`src/design/lcae_pkg.sv`:
```
// Shared types, codes and constants of the Game of Life engine.
package lcae_pkg;

    // Field and register widths.
    localparam int OP_W      = 2;
    localparam int COORD_W   = 7;
    localparam int POP_W     = 15;
    localparam int CFG_W     = 8;
    localparam int CFG_IDX_W = 1;

    // Default grid store size.
    localparam int DEF_MAX_ROWS = 128;
    localparam int DEF_MAX_COLS = 128;

    // Operation codes.
    localparam logic [OP_W-1:0] OP_WRITE  = 2'd0;
    localparam logic [OP_W-1:0] OP_TOGGLE = 2'd1;
    localparam logic [OP_W-1:0] OP_STEP   = 2'd2;
    localparam logic [OP_W-1:0] OP_READ   = 2'd3;

    // Configuration register indexes and reset values.
    localparam logic [CFG_IDX_W-1:0] REG_GRID_ROWS = 1'd0;
    localparam logic [CFG_IDX_W-1:0] REG_GRID_COLS = 1'd1;
    localparam logic [CFG_W-1:0]     GRID_ROWS_RST = 8'd72;
    localparam logic [CFG_W-1:0]     GRID_COLS_RST = 8'd128;

    // The population count saturates here.
    localparam logic [POP_W-1:0] POP_MAX = 15'h7FFF;

    // Commands from the controller to the datapath.
    typedef struct packed {
        logic accept;
        logic cell_update;
        logic step_init;
        logic load0;
        logic row_start;
        logic col_step;
        logic row_write;
        logic clear_row;
        logic load_out;
    } lcae_cmd_t;

    // Status from the datapath to the controller.
    typedef struct packed {
        logic in_is_step;
        logic in_err;
        logic row_skip;
        logic col_last;
        logic row_last;
    } lcae_status_t;

endpackage

```
`src/design/lcae_ctrl.sv`:
```
// Controller state machine: sequences cell accesses, generation steps and the reset clear.
module lcae_ctrl (
    input  logic                     clk,
    input  logic                     rst_n,
    input  logic                     in_valid,
    output logic                     in_stall,
    output logic                     out_valid,
    input  logic                     out_stall,
    input  lcae_pkg::lcae_status_t   status,
    output lcae_pkg::lcae_cmd_t      cmd
);
    import lcae_pkg::*;

    typedef enum logic [3:0] {
        S_CLEAR,
        S_IDLE,
        S_CELL,
        S_INIT,
        S_LOAD0,
        S_ROWSTART,
        S_COL,
        S_ROWWRITE,
        S_DONE
    } state_t;

    state_t state_reg;
    state_t state_next;
    logic   out_valid_reg;
    logic   out_valid_next;
    logic   out_free;

    // The output slot can take a result when empty or emptied this cycle.
    assign out_free  = !out_valid_reg || !out_stall;
    assign in_stall  = (state_reg != S_IDLE);
    assign out_valid = out_valid_reg;

    // Next state and commands.
    always_comb
    begin
        state_next = state_reg;
        cmd        = '0;
        unique case (state_reg)
            S_CLEAR:
            begin
                cmd.clear_row = 1'b1;
                if (status.row_last)
                begin
                    state_next = S_IDLE;
                end
            end
            S_IDLE:
            begin
                if (in_valid)
                begin
                    cmd.accept = 1'b1;
                    if (status.in_is_step)
                    begin
                        state_next = S_INIT;
                    end
                    else if (status.in_err)
                    begin
                        state_next = S_DONE;
                    end
                    else
                    begin
                        state_next = S_CELL;
                    end
                end
            end
            S_CELL:
            begin
                cmd.cell_update = 1'b1;
                state_next      = S_DONE;
            end
            S_INIT:
            begin
                cmd.step_init = 1'b1;
                state_next    = S_LOAD0;
            end
            S_LOAD0:
            begin
                cmd.load0  = 1'b1;
                state_next = S_ROWSTART;
            end
            S_ROWSTART:
            begin
                cmd.row_start = 1'b1;
                state_next    = status.row_skip ? S_ROWWRITE : S_COL;
            end
            S_COL:
            begin
                cmd.col_step = 1'b1;
                if (status.col_last)
                begin
                    state_next = S_ROWWRITE;
                end
            end
            S_ROWWRITE:
            begin
                cmd.row_write = 1'b1;
                state_next    = status.row_last ? S_DONE : S_ROWSTART;
            end
            S_DONE:
            begin
                if (out_free)
                begin
                    cmd.load_out = 1'b1;
                    state_next   = S_IDLE;
                end
            end
            default:
            begin
                state_next = S_IDLE;
            end
        endcase
    end

    // Output valid follows loads and completed output transactions.
    always_comb
    begin
        out_valid_next = out_valid_reg;
        if (cmd.load_out)
        begin
            out_valid_next = 1'b1;
        end
        else if (out_valid_reg && !out_stall)
        begin
            out_valid_next = 1'b0;
        end
    end

    // State and registered outputs.
    always_ff @(posedge clk or negedge rst_n)
    begin
        if (!rst_n)
        begin
            state_reg     <= S_CLEAR;
            out_valid_reg <= 1'b0;
        end
        else
        begin
            state_reg     <= state_next;
            out_valid_reg <= out_valid_next;
        end
    end

endmodule

```
`config.mk`:
```
export PLATFORM = sky130hd
export DESIGN_NAME = lcae_ctrl
export DESIGN_NICKNAME = d
export VERILOG_FILES = /design/src/design/lcae_pkg.sv /design/src/design/lcae_ctrl.sv
export SDC_FILE = /design/constraint.sdc
export NUM_CORES = 1
export LEC_CHECK = 0
export ABC_AREA = 1
export BUFFER_PORTS_ARGS = -buffer_cell sky130_fd_sc_hd__buf_4
export CELL_PAD_IN_SITES_DETAIL_PLACEMENT = 0
export CELL_PAD_IN_SITES_GLOBAL_PLACEMENT = 1
export CORE_MARGIN = 2
export CORE_UTILIZATION = 30
export DETAILED_ROUTE_END_ITERATION = 6
export PLACE_DENSITY = 0.89
export REMOVE_ABC_BUFFERS = 1
export SYNTH_ARGS = -nofsm -noshare
export SYNTH_HDL_FRONTEND = slang
export SYNTH_SLANG_ARGS = --single-unit
```
`constraint.sdc`:
```
create_clock -name clk -period 2.8 [get_ports clk]
set_input_delay 0.28 -clock clk [delete_from_list [all_inputs] [get_ports clk]]
set_output_delay 0.28 -clock clk [all_outputs]
set_load 0.01 [all_outputs]
```
==> metrics <==
CTS tree built; final worst slack 1.20 ns; Psw 0.301 mW; H-tree depth 1; mux cell area share after synthesis 0; Max Clock Skew 0.00114 ns; later-pin clock latency in the skew report 0.23 ns; CP Launch Point state_reg[3]$_DFFE_PN0P_; via-per-instance ratio 4.44; max FFs per register 4; Post-route DRC 0; Final Wtd Congestion 0.807; final-report setup violation count 0; crit-path cells nor2_2, nand2_1, nor2_1, buf_4; critical path class reg -> out; clk buf depth 2; crit path launch type flop; first-iteration detailed-routing DRC count 6; maxcap violations 0; Reg power frac 0.247; Final ANT Viol Nets 0; Yosys top cell area share 0.298; cells taking the most area after synthesis dfrtp_1 (30%), nand2_1 (16%), nand3_1 (12%); WP data required 2.52 ns; Setup TNS 0 ns; area grow syn2layout 44.0%; GRT Util Overall 0.131; status completed; Worst Hold Depth 3; Yosys Warn Count 0; hold slack 0.271 ns; Critical-path top delay cell dfrtp_1; CTS Buf Count 3; first-pass GRT wire length 1.79 mm; footprint of the multi-input gates 226 um2; worst reg2reg startpoint state_reg[3]$_DFFE_PN0P_; top_reg_cell synth dfrtp_1; Top Ports 20; xor and xnor area share after synthesis 0; clk slew on worst S/H paths 0.04 ns; CP Max Fanout 8; initial antenna violation count 0; post-synthesis simple-gate area fraction 0.503; CP Capture Type output pin; Clock Power Share 0.131; Slew Limit Headroom 0.770; post-synthesis sequential area ratio 0.298; grt met2 use 0.234; wire length per cell 9.25 um; clock root buffer master clkbuf_4; Sw Ratio 0.484; count leader, synth nand2_1; Adder-Cell Fraction of Synth Area 0; placed wire-length estimate 789 um; Post-CTS Repair Setup Buffers 0; crit path DAT 1.32 ns; Global Route met1 Usage 0.154; P_leak 0.379 nW; main combinational cell family by area after synthesis simple AND/OR/NAND/NOR gates; CP peak stage delay 0.44 ns; final hold vios 0; Nets 99; WP buf/inv 1; number of synthesized flops with an enable pin 0; met3 usage 0.0174; post-synthesis cell area 420 um2; share of layout cells above drive strength 1 0.360; clock sinks 5; Fillers 151; Starting Density 0.323; Synth async-reset ratio 1.00; Post-synth top cells nand2_1 (18), inv_1 (12), nand3_1 (10); port buffer count 19; maximum VDD drop 418 uV; most crowded layer after global routing met2; Rows 13; ANT cells 0; Worst Hold Path EP out_valid$_DFFE_PN0P_; Synth Instances 67; mean post-synth cell area 6.27 um2; achievable frequency 623 MHz; R2R setup slack 1.55 ns; Slew @ Worst Pin 0.344 ns; largest area contributor in the netlist dfrtp_1; Cell Pwr Density 1030 nW/um2; count of pins over their slew limit 0; unrepaired setup endpoints after global routing no; vias 462; cell family with most CP delay simple AND/OR/NAND/NOR gates; Logic pwr share 0.622; drt first pass iters 3; register area 125 um2; FF+latch count, synth 5; Synth cell types 14; hold crit path type in -> reg; largest net degree at the start of global routing 10; compound-cell area share of the yosys netlist 0.0357; Die Height 41.4 um; internal power 0.320 mW; vias in the first global route 460; hold path startpoint out_stall; core area 1300 um2; Reg2Reg Depth 6; Die ar. 1720 um2; Place WS 1.43 ns; routed wire length 962 um; global route overflow 0; die width 41.4 um; reg2reg end state_reg[3]$_DFFE_PN0P_; Final min period 1.60 ns; Final period util 0.573; Power, Total 0.621 mW
## power groups by stage
stage	sequential (mW)	combinational (mW)	clock, mW
6_report	0.153	0.386	0.0811
5_1_grt	0.162	0.437	0.0890
4_1_cts	0.152	0.394	0.0832
3_5_place_dp	0.154	0.391	0
3_3_place_gp	0.152	0.388	0
2_1_floorplan	0.148	0.257	0
## worst max path at each step
| stage | end | cells past startpoint |
|---|---|---|
| global placement | cmd[7] | 4 |
| floorplan | cmd[8] | 3 |
| detailed placement | cmd[7] | 4 |
| global route | cmd[8] | 4 |
| finish | cmd[8] | 4 |
| CTS | cmd[7] | 4 |
## cell families (layout without fill, tap and decap cells)
logic type | Yosys count | count (layout)
AOI/OAI and AO/OA | 2 | 2
and+or+nand+nor | 43 | 43
buffers and inverters | 17 | 39
DFF | 5 | 5
## layout make-up
type / count / area share
well taps: 15 / 0.0310
flip-flops and latches: 5 / 0.207
inverters: 15 / 0.0930
repair buffers: 20 / 0.252
multi-input cells: 45 / 0.374
clock buffers: 4 / 0.0434
## worst min-delay path, delay by kind of cell
kind                   cells  cell delay (ns)
AND/OR/NAND/NOR            2             0.11
buffers and inverters      1             0.08
## metal layers
metal	wire, um	up-vias	part of all wire
li1	-	251	-
met1	407	201	0.42
met2	514	10	0.53
met3	40	0	0.042
met4	0	0	0
met5	0	-	0
## timing repair
action / in CTS / in global routing
setup endpoints to repair: 0 / 0
hold buffers: 1 / 0
gates resized for setup: 0 / 0
hold endpoints to repair: 5 / 0
## layout by cell type, fill, tap and decap left out
cell           Yosys  final
nand3_2            1      1
nor2_2             4      4
nor3_1             1      1
inv_2              3      3
nand4_1            2      2
nand2_1           18     18
buf_4              1     19
nor2_1             5      5
dlygate4sd3_1      0      1
clkbuf_1           0      1
o211ai_1           2      2
nand3_1           10     10
inv_1             12     12
dfrtp_1            5      5
clkbuf_4           0      3
nor2_4             2      2
## stage by stage
step | instance area (um2) | util | cells
floorplan | 408 | - | 65
global placement | 569 | 0.438 | 99
detailed placement | 569 | 0.438 | 99
CTS | 606 | 0.465 | 104
global route | 606 | 0.465 | 104
finish | 606 | 0.465 | 104
Power figures use the tool's default switching activity.
